File: src/crrp_pkg.sv
// ----------------------------------------------------------------------------
// CIGAR reference range parser - shared definitions
// Character codes, status codes, register map and the record types passed
// between the front end, the result queue and the output stage.
// ----------------------------------------------------------------------------
package crrp_pkg;

    localparam int COORD_BITS_DEFAULT = 31;
    localparam int FIELD_BITS         = 31;
    localparam int STATUS_BITS        = 3;
    localparam int QUEUE_DEPTH        = 4;

    // CIGAR characters
    localparam logic [7:0] CH_0 = 8'h30;
    localparam logic [7:0] CH_9 = 8'h39;
    localparam logic [7:0] CH_M = 8'h4D;
    localparam logic [7:0] CH_I = 8'h49;
    localparam logic [7:0] CH_D = 8'h44;
    localparam logic [7:0] CH_N = 8'h4E;
    localparam logic [7:0] CH_S = 8'h53;
    localparam logic [7:0] CH_H = 8'h48;
    localparam logic [7:0] CH_P = 8'h50;

    // Read status
    localparam logic [STATUS_BITS-1:0] ST_OK         = 3'd0;
    localparam logic [STATUS_BITS-1:0] ST_BAD_LENGTH = 3'd1;
    localparam logic [STATUS_BITS-1:0] ST_UNEXP_END  = 3'd2;
    localparam logic [STATUS_BITS-1:0] ST_P_UNSUPP   = 3'd3;
    localparam logic [STATUS_BITS-1:0] ST_UNKNOWN_OP = 3'd4;

    // Register indexes (byte address / 4)
    localparam logic [1:0] REG_DELETIONS_AS_SKIPS = 2'd0;
    localparam logic [1:0] REG_MERGE_ADJACENT     = 2'd1;
    localparam logic [1:0] REG_COUNT_HARD_CLIPS   = 2'd2;

    // Result word kinds
    localparam logic KIND_RANGE = 1'b0;
    localparam logic KIND_DONE  = 1'b1;

    typedef struct packed {
        logic deletions_as_skips;
        logic merge_adjacent;
        logic count_hard_clips;
    } cfg_t;

    // Everything one character produces: an optional range and an optional
    // done record, emitted in that order.
    typedef struct packed {
        logic                   has_range;
        logic                   has_done;
        logic [FIELD_BITS-1:0]  range_start;
        logic [FIELD_BITS-1:0]  range_width;
        logic [FIELD_BITS-1:0]  query_width;
        logic [STATUS_BITS-1:0] status;
    } bundle_t;

endpackage

File: src/crrp_front.sv
// ----------------------------------------------------------------------------
// CIGAR reference range parser - front end
// Accepts one character per cycle unless the queue is full, keeps the
// per-read parse state and classifies each character into its records.
// ----------------------------------------------------------------------------
module crrp_front #(
    parameter int COORD_BITS = crrp_pkg::COORD_BITS_DEFAULT
) (
    input  logic                                aclk,
    input  logic                                aresetn,
    input  crrp_pkg::cfg_t                      cfg,
    input  logic                                in_valid,
    output logic                                in_ready,
    input  logic [7:0]                          in_ch,
    input  logic                                in_first,
    input  logic                                in_last,
    input  logic [crrp_pkg::FIELD_BITS-1:0]     in_read_pos,
    input  logic                                q_full,
    output logic                                q_push,
    output crrp_pkg::bundle_t                   q_data
);
    import crrp_pkg::*;

    localparam logic [COORD_BITS-1:0] COORD_MAX = {COORD_BITS{1'b1}};

    function automatic logic [COORD_BITS-1:0] sat_add(input logic [COORD_BITS-1:0] a,
                                                      input logic [COORD_BITS-1:0] b);
        logic [COORD_BITS:0] s;
        s = {1'b0, a} + {1'b0, b};
        return s[COORD_BITS] ? COORD_MAX : s[COORD_BITS-1:0];
    endfunction

    function automatic logic [FIELD_BITS-1:0] to_field(input logic [COORD_BITS-1:0] v);
        logic [63:0] w;
        w = 64'(v);
        return w[FIELD_BITS-1:0];
    endfunction

    logic [COORD_BITS-1:0]  op_length_reg, op_length_next;
    logic [COORD_BITS-1:0]  ref_cursor_reg, ref_cursor_next;
    logic [COORD_BITS-1:0]  pending_width_reg, pending_width_next;
    logic [COORD_BITS-1:0]  query_total_reg, query_total_next;
    logic [STATUS_BITS-1:0] error_code_reg, error_code_next;

    logic [COORD_BITS-1:0]  op_b, cur_b, pend_b, qt_b;
    logic [STATUS_BITS-1:0] err_b;
    logic [63:0]            pos64;
    logic [COORD_BITS-1:0]  pos_sat;
    logic [COORD_BITS+3:0]  op_x10;
    logic [COORD_BITS-1:0]  op_digit;
    logic [COORD_BITS-1:0]  pend_len, cur_adv, qt_add;
    logic                   digit, range_op, skip_op, emit_range;
    logic [COORD_BITS-1:0]  emit_width;
    logic                   accept;

    assign in_ready = !q_full;
    assign accept   = in_valid && in_ready;

    always_comb begin
        pos64   = 64'(in_read_pos);
        pos_sat = (pos64 > 64'(COORD_MAX)) ? COORD_MAX : pos64[COORD_BITS-1:0];

        // A first character starts from a clean read
        if (in_first) begin
            op_b   = '0;
            cur_b  = pos_sat;
            pend_b = '0;
            qt_b   = '0;
            err_b  = ST_OK;
        end else begin
            op_b   = op_length_reg;
            cur_b  = ref_cursor_reg;
            pend_b = pending_width_reg;
            qt_b   = query_total_reg;
            err_b  = error_code_reg;
        end

        digit    = in_ch inside {[CH_0:CH_9]};
        op_x10   = ({4'b0, op_b} << 3) + ({4'b0, op_b} << 1)
                 + (COORD_BITS+4)'(in_ch - CH_0);
        op_digit = (op_x10 > {4'b0, COORD_MAX}) ? COORD_MAX : op_x10[COORD_BITS-1:0];
        pend_len = sat_add(pend_b, op_b);
        cur_adv  = sat_add(cur_b, pend_len);
        qt_add   = sat_add(qt_b, op_b);

        op_length_next     = op_b;
        ref_cursor_next    = cur_b;
        pending_width_next = pend_b;
        query_total_next   = qt_b;
        error_code_next    = err_b;
        range_op           = 1'b0;
        skip_op            = 1'b0;
        emit_range         = 1'b0;
        emit_width         = pend_b;

        if (err_b == ST_OK) begin
            if (digit) begin
                op_length_next = op_digit;
                if (in_last) begin
                    error_code_next = (op_digit != '0) ? ST_UNEXP_END : ST_BAD_LENGTH;
                end
            end else if (op_b == '0) begin
                error_code_next = ST_BAD_LENGTH;
            end else begin
                op_length_next = '0;
                case (in_ch)
                    CH_M: begin
                        query_total_next = qt_add;
                        range_op         = 1'b1;
                    end
                    CH_I, CH_S: begin
                        query_total_next = qt_add;
                    end
                    CH_H: begin
                        if (cfg.count_hard_clips) begin
                            query_total_next = qt_add;
                        end
                    end
                    CH_D: begin
                        if (cfg.deletions_as_skips) begin
                            skip_op = 1'b1;
                        end else begin
                            range_op = 1'b1;
                        end
                    end
                    CH_N: begin
                        skip_op = 1'b1;
                    end
                    CH_P: begin
                        error_code_next = ST_P_UNSUPP;
                    end
                    default: begin
                        error_code_next = ST_UNKNOWN_OP;
                    end
                endcase
            end
        end

        if (range_op) begin
            if (cfg.merge_adjacent) begin
                pending_width_next = pend_len;
            end else begin
                emit_range         = 1'b1;
                emit_width         = pend_len;
                ref_cursor_next    = cur_adv;
                pending_width_next = '0;
            end
        end

        if (skip_op) begin
            emit_range         = (pend_b != '0);
            emit_width         = pend_b;
            ref_cursor_next    = cur_adv;
            pending_width_next = '0;
        end

        // Flush the merged range on the last character; cursor is unchanged here
        if (in_last && error_code_next == ST_OK && pending_width_next != '0) begin
            emit_range = 1'b1;
            emit_width = pending_width_next;
        end

        q_data.has_range   = emit_range;
        q_data.has_done    = in_last;
        q_data.range_start = to_field(cur_b);
        q_data.range_width = to_field(emit_width);
        q_data.query_width = (error_code_next == ST_OK) ? to_field(query_total_next) : '0;
        q_data.status      = error_code_next;
        q_push             = accept && (emit_range || in_last);
    end

    always_ff @(posedge aclk) begin
        if (!aresetn) begin
            op_length_reg     <= '0;
            ref_cursor_reg    <= '0;
            pending_width_reg <= '0;
            query_total_reg   <= '0;
            error_code_reg    <= ST_OK;
        end else if (accept) begin
            op_length_reg     <= op_length_next;
            ref_cursor_reg    <= ref_cursor_next;
            pending_width_reg <= pending_width_next;
            query_total_reg   <= query_total_next;
            error_code_reg    <= error_code_next;
        end
    end

endmodule

File: src/crrp_queue.sv
// ----------------------------------------------------------------------------
// CIGAR reference range parser - result queue
// Short FIFO of result bundles between the front end and the output stage.
// ----------------------------------------------------------------------------
module crrp_queue (
    input  logic              aclk,
    input  logic              aresetn,
    input  logic              push,
    input  crrp_pkg::bundle_t push_data,
    input  logic              pop,
    output crrp_pkg::bundle_t pop_data,
    output logic              full,
    output logic              empty
);
    import crrp_pkg::*;

    localparam int PTR_BITS = (QUEUE_DEPTH > 1) ? $clog2(QUEUE_DEPTH) : 1;
    localparam int CNT_BITS = $clog2(QUEUE_DEPTH + 1);

    bundle_t               mem [QUEUE_DEPTH];
    logic [PTR_BITS-1:0]   wr_ptr_reg, wr_ptr_next;
    logic [PTR_BITS-1:0]   rd_ptr_reg, rd_ptr_next;
    logic [CNT_BITS-1:0]   count_reg, count_next;
    logic                  do_push, do_pop;

    assign full     = (count_reg == CNT_BITS'(QUEUE_DEPTH));
    assign empty    = (count_reg == '0);
    assign do_push  = push && !full;
    assign do_pop   = pop && !empty;
    assign pop_data = mem[rd_ptr_reg];

    always_comb begin
        wr_ptr_next = wr_ptr_reg;
        rd_ptr_next = rd_ptr_reg;
        if (do_push) begin
            wr_ptr_next = (wr_ptr_reg == PTR_BITS'(QUEUE_DEPTH - 1)) ? '0 : wr_ptr_reg + 1'b1;
        end
        if (do_pop) begin
            rd_ptr_next = (rd_ptr_reg == PTR_BITS'(QUEUE_DEPTH - 1)) ? '0 : rd_ptr_reg + 1'b1;
        end
        count_next = count_reg + CNT_BITS'(do_push) - CNT_BITS'(do_pop);
    end

    always_ff @(posedge aclk) begin
        if (do_push) begin
            mem[wr_ptr_reg] <= push_data;
        end
    end

    always_ff @(posedge aclk) begin
        if (!aresetn) begin
            wr_ptr_reg <= '0;
            rd_ptr_reg <= '0;
            count_reg  <= '0;
        end else begin
            wr_ptr_reg <= wr_ptr_next;
            rd_ptr_reg <= rd_ptr_next;
            count_reg  <= count_next;
        end
    end

endmodule

File: src/crrp_back.sv
// ----------------------------------------------------------------------------
// CIGAR reference range parser - output stage
// Holds one bundle and sends its range word, then its done word.
// ----------------------------------------------------------------------------
module crrp_back (
    input  logic              aclk,
    input  logic              aresetn,
    input  crrp_pkg::bundle_t q_data,
    input  logic              q_empty,
    output logic              q_pop,
    output logic              out_valid,
    input  logic              out_ready,
    output logic              out_kind,
    output logic              out_last,
    output logic [crrp_pkg::FIELD_BITS-1:0]  out_range_start,
    output logic [crrp_pkg::FIELD_BITS-1:0]  out_range_width,
    output logic [crrp_pkg::FIELD_BITS-1:0]  out_query_width,
    output logic [crrp_pkg::STATUS_BITS-1:0] out_status
);
    import crrp_pkg::*;

    bundle_t cur_reg;
    logic    cur_valid_reg;
    logic    fire, finish, split;

    assign fire   = cur_valid_reg && out_ready;
    // A bundle with both words stays after its range word to send the done word
    assign split  = cur_reg.has_range && cur_reg.has_done;
    assign finish = fire && !split;
    assign q_pop  = !q_empty && (!cur_valid_reg || finish);

    always_comb begin
        out_valid = cur_valid_reg;
        if (cur_reg.has_range) begin
            out_kind        = KIND_RANGE;
            out_last        = !cur_reg.has_done;
            out_range_start = cur_reg.range_start;
            out_range_width = cur_reg.range_width;
            out_query_width = '0;
            out_status      = ST_OK;
        end else begin
            out_kind        = KIND_DONE;
            out_last        = 1'b1;
            out_range_start = '0;
            out_range_width = '0;
            out_query_width = cur_reg.query_width;
            out_status      = cur_reg.status;
        end
    end

    always_ff @(posedge aclk) begin
        if (q_pop) begin
            cur_reg <= q_data;
        end else if (fire && split) begin
            cur_reg.has_range <= 1'b0;
        end
    end

    always_ff @(posedge aclk) begin
        if (!aresetn) begin
            cur_valid_reg <= 1'b0;
        end else if (q_pop) begin
            cur_valid_reg <= 1'b1;
        end else if (finish) begin
            cur_valid_reg <= 1'b0;
        end
    end

endmodule

File: src/cigar_reference_range_parser.sv
// ----------------------------------------------------------------------------
// CIGAR reference range parser - top level
// Turns a stream of CIGAR characters into reference ranges and a done word
// per read.
// ----------------------------------------------------------------------------
// The block takes one CIGAR character per cycle on the s_ stream; a
// character is never held back by its own parse, which is combinational
// digit accumulation and saturating adds in the front end. Each result word
// is its own transfer on the m_ stream, so a character that yields both a
// range and a done word (a last character that flushes a range) is sent as
// two words. A four-entry queue of per-character results sits between the
// parser and the output register; the s_ side stalls only once that queue
// is full. Mark a read's first character with s_tuser and its final one
// with s_tlast. Every read ends in a done word (m_tuser high) carrying the
// query width and a status: 0 ok, 1 bad operation length, 2 unexpected end,
// 3 P unsupported, 4 unknown operation. After an error the rest of the read
// is dropped until the next first character. Write registers only while the
// block is idle. Internal sums saturate at 2^COORD_BITS - 1.
// ----------------------------------------------------------------------------
module cigar_reference_range_parser #(
    parameter int COORD_BITS = crrp_pkg::COORD_BITS_DEFAULT
) (
    input  logic         aclk,
    input  logic         aresetn,
    // Character stream
    input  logic         s_tvalid,
    output logic         s_tready,
    input  logic [39:0]  s_tdata,   // [7:0] ch, [38:8] read_pos, [39] zero
    input  logic         s_tuser,   // [0] first_char
    input  logic         s_tlast,   // last_char
    // Result stream
    output logic         m_tvalid,
    input  logic         m_tready,
    output logic [95:0]  m_tdata,   // [30:0] range_start, [61:31] range_width,
                                    // [92:62] query_width, [95:93] status
    output logic         m_tuser,   // [0] kind
    output logic         m_tlast,   // last
    // Register port
    input  logic         psel,
    input  logic         penable,
    input  logic         pwrite,
    input  logic [3:0]   paddr,
    input  logic [31:0]  pwdata,
    output logic [31:0]  prdata,
    output logic         pready
);
    import crrp_pkg::*;

    cfg_t    cfg_reg;
    bundle_t front_bundle;
    bundle_t queue_head;
    logic    q_push, q_pop, q_full, q_empty;
    logic    reg_write;

    logic [FIELD_BITS-1:0]  out_range_start, out_range_width, out_query_width;
    logic [STATUS_BITS-1:0] out_status;

    // ---------------- Register port ----------------
    assign pready    = 1'b1;
    assign reg_write = psel && penable && pwrite && pready;

    always_ff @(posedge aclk) begin
        if (!aresetn) begin
            cfg_reg.deletions_as_skips <= 1'b0;
            cfg_reg.merge_adjacent     <= 1'b1;
            cfg_reg.count_hard_clips   <= 1'b1;
        end else if (reg_write) begin
            case (paddr[3:2])
                REG_DELETIONS_AS_SKIPS: cfg_reg.deletions_as_skips <= pwdata[0];
                REG_MERGE_ADJACENT:     cfg_reg.merge_adjacent     <= pwdata[0];
                REG_COUNT_HARD_CLIPS:   cfg_reg.count_hard_clips   <= pwdata[0];
                default: ;
            endcase
        end
    end

    always_comb begin
        case (paddr[3:2])
            REG_DELETIONS_AS_SKIPS: prdata = {31'b0, cfg_reg.deletions_as_skips};
            REG_MERGE_ADJACENT:     prdata = {31'b0, cfg_reg.merge_adjacent};
            REG_COUNT_HARD_CLIPS:   prdata = {31'b0, cfg_reg.count_hard_clips};
            default:                prdata = '0;
        endcase
    end

    // ---------------- Front end: parse and classify ----------------
    crrp_front #(
        .COORD_BITS (COORD_BITS)
    ) u_front (
        .aclk        (aclk),
        .aresetn     (aresetn),
        .cfg         (cfg_reg),
        .in_valid    (s_tvalid),
        .in_ready    (s_tready),
        .in_ch       (s_tdata[7:0]),
        .in_first    (s_tuser),
        .in_last     (s_tlast),
        .in_read_pos (s_tdata[38:8]),
        .q_full      (q_full),
        .q_push      (q_push),
        .q_data      (front_bundle)
    );

    // ---------------- Queue between the two halves ----------------
    crrp_queue u_queue (
        .aclk      (aclk),
        .aresetn   (aresetn),
        .push      (q_push),
        .push_data (front_bundle),
        .pop       (q_pop),
        .pop_data  (queue_head),
        .full      (q_full),
        .empty     (q_empty)
    );

    // ---------------- Back end: serialize result words ----------------
    crrp_back u_back (
        .aclk            (aclk),
        .aresetn         (aresetn),
        .q_data          (queue_head),
        .q_empty         (q_empty),
        .q_pop           (q_pop),
        .out_valid       (m_tvalid),
        .out_ready       (m_tready),
        .out_kind        (m_tuser),
        .out_last        (m_tlast),
        .out_range_start (out_range_start),
        .out_range_width (out_range_width),
        .out_query_width (out_query_width),
        .out_status      (out_status)
    );

    assign m_tdata = {out_status, out_query_width, out_range_width, out_range_start};

    // ---------------- Checks ----------------
    // The front end never pushes into a full queue
    a_no_overflow: assert property (@(posedge aclk) disable iff (!aresetn)
        q_push |-> !q_full)
        else $error("result queue overflow");

    // A done word always closes the character's results
    a_done_is_last: assert property (@(posedge aclk) disable iff (!aresetn)
        (m_tvalid && m_tuser == KIND_DONE) |-> m_tlast)
        else $error("done word without tlast");

    // A range word carries no status and no query width
    a_range_clean: assert property (@(posedge aclk) disable iff (!aresetn)
        (m_tvalid && m_tuser == KIND_RANGE) |-> (out_status == ST_OK && out_query_width == '0))
        else $error("range word with status or query width");

    // An accepted last character always leaves something to send
    a_last_pushes: assert property (@(posedge aclk) disable iff (!aresetn)
        (s_tvalid && s_tready && s_tlast) |-> q_push)
        else $error("last character produced no done word");

endmodule
File: config.mk
export PLATFORM = sky130hd
export DESIGN_NAME = cigar_reference_range_parser
export DESIGN_NICKNAME = d
export VERILOG_FILES = /design/src/crrp_pkg.sv /design/src/crrp_front.sv /design/src/crrp_queue.sv /design/src/crrp_back.sv /design/src/cigar_reference_range_parser.sv
export SDC_FILE = /design/constraint.sdc
export NUM_CORES = 1
export LEC_CHECK = 0
export BUFFER_PORTS_ARGS = -buffer_cell sky130_fd_sc_hd__buf_4
export CAP_MARGIN = 20
export CORE_AREA = 2 2 251 253
export DETAILED_ROUTE_END_ITERATION = 16
export DIE_AREA = 0 0 253 255
export GPL_TIMING_DRIVEN = 0
export HOLD_SLACK_MARGIN = 0.1
export PLACE_DENSITY = 0.89
export RECOVER_POWER = 100
export SYNTH_ARGS = -nofsm -noshare
export SYNTH_HDL_FRONTEND = slang
export SYNTH_SLANG_ARGS = --single-unit
File: constraint.sdc
create_clock -name aclk -period 9.92 [get_ports aclk]
set_clock_uncertainty 0.2 [all_clocks]
set_input_delay 2.48 -clock aclk [delete_from_list [all_inputs] [get_ports aclk]]
set_output_delay 2.48 -clock aclk [all_outputs]
set_load 0.005 [all_outputs]
Yosys cells after proc, flatten, opt, wreduce, memory -nomap -nowiden
Memories as Yosys holds them, arrays and structs flattened. A register that Yosys moved wholly into a read port is not among the register bits.
Cells that the tools add are included.
- register bits: 236
- bits in latches: 0
- RAM bits: 392
- ROM bits: 0
- input bits: 85
- output and inout port bits: 133
- logic and storage cells: 145
- memories kept: 1
- add/subtract/negate cells: 10
- multipliers: 0
- divide/modulo/power cells: 0
- order comparisons: 3
- equal/unequal tests: 12
- shift-type cells: 0
- muxes and demuxes: 65
- bitwise operators: 0
- reductions and logical operators: 36
- memory list (memory ; depth ; width ; rd ports ; clocked after memory_dff ; wr ports ; line ; text):
    u_queue.mem ; 4 ; 98 ; 1 ; 1 ; 1 ; crrp_queue.sv:20 ; bundle_t mem [QUEUE_DEPTH];
- operators with widths (cell ; count):
    two-way mux 31 bit ; 29
    adder 31 x 31 -> 32 bit ; 3
    nonzero test 31 bit ; 3
    case mux 31 bit (2 select lines) ; 1
    equality test 8 x 7 -> 1 bit (second input constant) ; 7
    adder 34 x 32 -> 35 bit ; 1
    adder 35 bit ; 1
    > comparator 35 x 31 -> 1 bit (second input constant) ; 1
    logical NOT 31 bit ; 1
    two-way mux 1 bit ; 20
    two-way mux 3 bit ; 6
    logical AND 1 bit ; 14
    two-way mux 2 bit ; 5
    logical NOT 3 bit ; 3
    subtractor 8 x 6 -> 9 bit (second input constant) ; 1
    >= comparator 8 x 6 -> 1 bit (second input constant) ; 1
    <= comparator 8 x 6 -> 1 bit (second input constant) ; 1
    equality test 2 bit (second input constant) ; 3
    case mux 3 bit (2 select lines) ; 1
    AND reduction 2 bit ; 3
    OR reduction 6 bit ; 1
    logical NOT 1 bit ; 5
    adder 2 x 1 -> 2 bit (second input constant) ; 2
    case mux 1 bit (2 select lines) ; 2
    other kinds (9) ; 11

Depth between registers and ports, before layout
- depth after elaboration: 19
- gate-level depth with buffers: 33
- depth with buffers taken out: 27

Hierarchy
A second synthesis with hierarchy kept.
- cells, all modules: 3012
- area, all modules: 34478.1 um^2
- by module, submodules not included (module ; times used ; cells each ; area each (um^2)):
    crrp_front ; 1 ; 2177 ; 15730.1
    crrp_queue ; 1 ; 565 ; 14595.2
    crrp_back ; 1 ; 218 ; 3738.6
    cigar_reference_range_parser ; 1 ; 52 ; 414.1

Least setup slack after synthesis
OpenSTA, ideal clock, no wires.
- path kind: input-to-reg
- start point: in s_tuser
- end point: reg u_front.ref_cursor_reg[28]
- library setup time: 0.120 ns
- arrival time: 9.393 ns
- required time: 9.600 ns
- slack: 0.207 ns
- cell stages on the path: 32
- cell sequence: clkbuf_1 buf_1 clkbuf_1 buf_1 clkbuf_1 clkbuf_1 nor2b_1 ha_1 clkbuf_1 and4_1 nand2_1 o2111ai_1 nor3_1 a31o_1 clkbuf_1 clkbuf_1 clkbuf_1 nand2_1 ha_1 a21o_1 a21oi_1 o21ai_0 a41o_1 a2111oi_0 nor3_1 a21oi_1 a21oi_1 a41oi_1 o21bai_1 a21oi_1 xor2_1 a21oi_1
- cells in the longest elaborated chain, start to end: 8
- RTL lines (element ; line ; text):
    from (decl) ; cigar_reference_range_parser.sv:29 ; input logic s_tuser,
    two-way mux 31 bit ; crrp_front.sv:64 ; if (in_first) begin
    adder 31 x 31 -> 32 bit ; crrp_front.sv:29 ; s = {1'b0, a} + {1'b0, b};
    two-way mux 31 bit ; crrp_front.sv:30 ; return s[COORD_BITS] ? COORD_MAX : s[COORD_BITS-1:0];
    adder 31 x 31 -> 32 bit ; crrp_front.sv:29 ;
    two-way mux 31 bit ; crrp_front.sv:30 ;
    two-way mux 31 bit ; crrp_front.sv:140 ; if (cfg.merge_adjacent) begin
    two-way mux 31 bit ; crrp_front.sv:139 ; if (range_op) begin
    two-way mux 31 bit * ; crrp_front.sv:150 ; if (skip_op) begin
    to (signal assigned) ; crrp_front.sv:181 ; ref_cursor_reg <= ref_cursor_next;
    to (decl) ; crrp_front.sv:40 ; logic [COORD_BITS-1:0] ref_cursor_reg, ref_cursor_next;
Every way passes the cells marked *; elsewhere a longest branch is shown, timed or not.
A chain may end at the register's enable or synchronous reset.

==> run_results.csv <==
group,metric,value,unit
clocking,cts_inserted_buffers,57,
synth,postSynth.asyncResetShare,0,%
final_layout,post_route_cells_drive_above_1_share,14.5,%
setup_path,crit_path_top_delay_cell,"sky130_fd_sc_hd__nor2b_1",
global_route,groute.usage.overall,31.1,%
synth,synth_top_family_by_area,"simple AND/OR/NAND/NOR gates",
final_layout,largest_register_ffs,392,
floorplanning,initial_core_util,55.2,%
drt,vias_per_cell,6.41,
drt,remaining_routing_drc_violations,0,
global_route,number_of_global_route_vias_before_repair,25000,
setup_path,crit_path_start_kind,"input port",
min_path,hold_path_startpoint,"u_front.ref_cursor_reg[7]",
synth,synth_compound_area_share,13.2,%
synth,synth-edff-count,490,
power_and_ir_drop,power.net_switching,0.00227,W
final_layout,nNetsFinal,3526,
global_route,initial_antenna_violation_count,1,
synth,synth.yosys.seq_area_share,51.1,%
power_and_ir_drop,max-vdd-ir-drop,0.145,mV
drt,detail-route-antenna-nets,0,
floorplanning,fp.dieW,253,um
power_and_ir_drop,comb_power_share,26.5,%
synth,yosys.area.top_type,"sky130_fd_sc_hd__edfxtp_1",
clocking,clk_pin_slew_worst_paths,0.06,ns
timing,maxSlewHeadroom,-91.8,%
clocking,cts_tree,"built",
drt,drt-wirelength-per-cell,24.6,um
synth,synth_ff_type,"sky130_fd_sc_hd__edfxtp_1",
final_layout,syn_to_final_growth,13.1,%
final_layout,multi_input_area,0.0157,mm^2
setup_path,r2r-end,"u_queue.mem[2][43]",
synth,synth_cell_type_count,88,
final_layout,register_area,0.0175,mm^2
run_status,outcome,"finished with violations",
power_and_ir_drop,clkPwrFrac,29.7,%
final_layout,layout.filler_cells,4617,
synth,synth_simple_gate_area_share,14.3,%
setup_path,critical_path_arrival,9.96,ns
global_route,grt_overflow,0,
setup_path,timing_worst_setup_path_type,"in -> reg",
clocking,clock_insertion_delay_worst_skew,0.64,ns
synth,post_synth_main_area_contributors,"sky130_fd_sc_hd__edfxtp_1 (43%), sky130_fd_sc_hd__dfxtp_1 (8.2%), sky130_fd_sc_hd__mux4_2 (6.4%)",
synth,avgSynthCellArea,11.3,um^2
setup_path,critical_path.startpoint,"s_tuser",
placement,placement.io_buffers,149,
final_layout,layout_common_cells,"sky130_fd_sc_hd__edfxtp_1 (490), sky130_fd_sc_hd__nand2_1 (311), sky130_fd_sc_hd__buf_4 (182)",
placement,hpwlAfterDp,73.4,mm
synth,yosys.area_share.xor_xnor,2.45,%
run,drv_cap,1,
setup_path,critPathMaxStageDelay,0.66,ns
final_layout,insertedDiodeCount,0,
clocking,clockBufferDepth,3,
drt,wl,101,mm
synth,mappedNetlistArea,0.0343,mm^2
global_route,grt_start_max_net_pins,61,
floorplanning,core-area,0.0622,mm^2
timing,max_freq,0.102,GHz
min_path,hold_path_class,"reg -> reg",
setup_path,critical_path.endpoint,"u_queue.mem[2][43]",
timing,timing.final.setup_violations,0,
timing,fin_crit,9.84,ns
timing,maxSlewViolCount,23,
setup_path,critical_path.reg2reg.startpoint,"u_front.op_length_reg[19]",
power_and_ir_drop,sequential_power_share,43.8,%
setup_path,ff2ff_setup_slack,2.41,ns
synth,yosysWarnings,0,
setup_path,ff2ff_path_depth,20,
power_and_ir_drop,power_density,201,mW/mm^2
drt,drtIter0Drc,3044,
synth,yosys.area_share.adder,7.06,%
final_layout,final_common_cell,"sky130_fd_sc_hd__edfxtp_1",
setup_path,crit_path_max_fanout,19,
power_and_ir_drop,totalPowerFinal,0.00781,W
drt,detail_route.first_pass.iterations,6,
power_and_ir_drop,p_leak,15.0,nW
power_and_ir_drop,power.switching_fraction,29.1,%
placement,routabilityCongestion,0.999,
timing,hold_violations,0,
setup_path,worstPathCellList,"buf_4 -> buf_2 -> buf_6 -> buf_6 -> nor2b_1 -> inv_1 -> fa_1 -> inv_1 -> ha_1 -> clkbuf_1 -> nand3_1 -> nor4_1 -> o21ai_0 -> a31oi_1 -> o41ai_1 -> xnor2_1 -> nor4b_1 -> nand4_1 -> o31a_1 -> nor3b_2 -> o311ai_1 -> buf_4 -> mux2i_1 -> o21ai_1",
power_and_ir_drop,internal_power,0.00553,W
placement,preCtsSetupSlack,-4.09,ns
clocking,cts_hold_buffers,0,
floorplanning,die_h,255,um
synth,synth_mux_area_share,8.09,%
timing,rsz0062_at_grt,"yes",
timing,fin_ws,0.0800,ns
setup_path,type_of_destination_of_the_critical_path,"flop",
synth,synth_top_area_share,42.9,%
timing,final.period_utilization,99.2,%
run_status,violations,"capacitance limit, slew limit",
synth,postSynthCellCount,3023,
global_route,wire_length_of_the_first_global_routing_pass,151,mm
clocking,ctsHtreeMaxLevel,2,
floorplanning,die_area,0.0645,mm^2
clocking,clock_sink_count,630,
timing,tightest_slew,2.88,ns
floorplanning,design.portCount,218,
floorplanning,row_count,92,
drt,detailroute.via_count,26400,
clocking,clk_root_buffer_cell,"sky130_fd_sc_hd__clkbuf_16",
setup_path,cp.required,10.04,ns
synth,synth-seq-cells,630,
cell families after synthesis:
family	after synthesis
AOI/OAI and AO/OA	691
xor gates and xnor gates	96
other	2
and+or+nand+nor	979
DFF	630
adders and majority gates	173
muxes	150
buffers and inverters	302
power by group through the flow:
stage	Combinational, W	Clock [W]	Sequential (W)
final	0.00207	0.00232	0.00342
after global routing	0.00222	0.00241	0.00344
after CTS	0.00207	0.00233	0.00342
after detailed placement	0.00204	0	0.00346
after global placement	0.00191	0	0.00352
after floorplan	0.00121	0	0.00345
how the worst min path moves through the flow:
stage	cells past startpoint	end	slack, ns
after CTS	2	u_front.ref_cursor_reg[7]	0.24
final	2	u_front.ref_cursor_reg[7]	0.24
after global placement	2	u_front.ref_cursor_reg[5]	0.22
after detailed placement	2	u_front.ref_cursor_reg[7]	0.23
after floorplan	2	u_front.ref_cursor_reg[14]	0.21
after global routing	2	u_front.ref_cursor_reg[20]	0.26
final cells by class:
cell class,count,share of cell area (%)
multi-input cells,2121,40.4
repair buffers,162,3.47
plain buffers,186,2.26
inverters,110,1.08
clock buffers,70,3.88
well taps,799,2.58
flip-flops and latches,630,45.2
clock inverters,37,1.13
routing by layer:
layer  part of all wire (%)  global-route usage, %  vias up
li1                       -                      -    11600
met1                     39                   42.2    12800
met2                     46                   49.7     1633
met3                     10                   4.70      281
met4                    5.1                   14.3        2
met5                 0.0099                      0        -
worst max-delay path: cells and delay by family:
family	cells	cell delay, ns
AO/OA/AOI/OAI	6	2.22
adder cells (fa/ha/maj)	2	0.80
AND/OR/NAND/NOR	6	2.51
XOR/XNOR	1	0.20
buffers and inverters	8	1.57
multiplexers	1	0.13
cells in the mapped netlist (7+ instances only):
library cell               number
sky130_fd_sc_hd__o211ai_1      30
sky130_fd_sc_hd__nor2_1       133
sky130_fd_sc_hd__nand4_1       22
sky130_fd_sc_hd__a21oi_1      168
sky130_fd_sc_hd__o21ai_0      157
sky130_fd_sc_hd__nor4_1        26
sky130_fd_sc_hd__clkbuf_1     137
sky130_fd_sc_hd__edfxtp_1     490
sky130_fd_sc_hd__xnor2_1       58
sky130_fd_sc_hd__nand2_1      312
sky130_fd_sc_hd__and3_1        14
sky130_fd_sc_hd__a21o_1        55
sky130_fd_sc_hd__o21bai_1      16
sky130_fd_sc_hd__o221ai_1      25
sky130_fd_sc_hd__o22ai_1       12
sky130_fd_sc_hd__xor2_1        38
sky130_fd_sc_hd__mux4_2        98
sky130_fd_sc_hd__buf_4         33
sky130_fd_sc_hd__dfxtp_1      140
sky130_fd_sc_hd__o31a_1         9
sky130_fd_sc_hd__nand2b_1      21
sky130_fd_sc_hd__mux2_2        36
sky130_fd_sc_hd__a22oi_1       18
sky130_fd_sc_hd__o31ai_1       12
sky130_fd_sc_hd__ha_1         139
sky130_fd_sc_hd__buf_1         17
sky130_fd_sc_hd__o21ai_1        9
sky130_fd_sc_hd__or2_2         14
sky130_fd_sc_hd__nand3_1       47
sky130_fd_sc_hd__nand3b_1       7
sky130_fd_sc_hd__nor3_1        90
sky130_fd_sc_hd__a211oi_1      20
sky130_fd_sc_hd__and2_1       108
sky130_fd_sc_hd__a31oi_1       20
sky130_fd_sc_hd__o21a_1        18
sky130_fd_sc_hd__a21boi_0      50
sky130_fd_sc_hd__nor2b_1      145
sky130_fd_sc_hd__fa_1          34
sky130_fd_sc_hd__o211a_1        8
sky130_fd_sc_hd__or3_1         12
sky130_fd_sc_hd__mux2i_1       15
sky130_fd_sc_hd__inv_1        109
per-stage QoR:
stage / utilization (%) / instances / hold slack, ns / setup TNS [ns] / cell area, um^2
finish: 62.4 / 4115 / 0.239 / 0 / 38800
global route: 62.4 / 4115 / 0.263 / -0.570 / 38800
CTS: 62.3 / 4112 / 0.238 / 0 / 38700
detailed placement: 59.1 / 4010 / 0.226 / -816.63 / 36800
global placement: 58.8 / 4001 / 0.220 / -868.01 / 36500
floorplan: - / 3053 / 0.212 / 0 / 34400
timing repair:
item | in CTS | in global routing
setup buffers | 0 | 1
gates resized for setup | 37 | 22
endpoints found under the setup margin | 325 | 208
cloned | 0 | 0
Power figures use the tool's default switching activity.
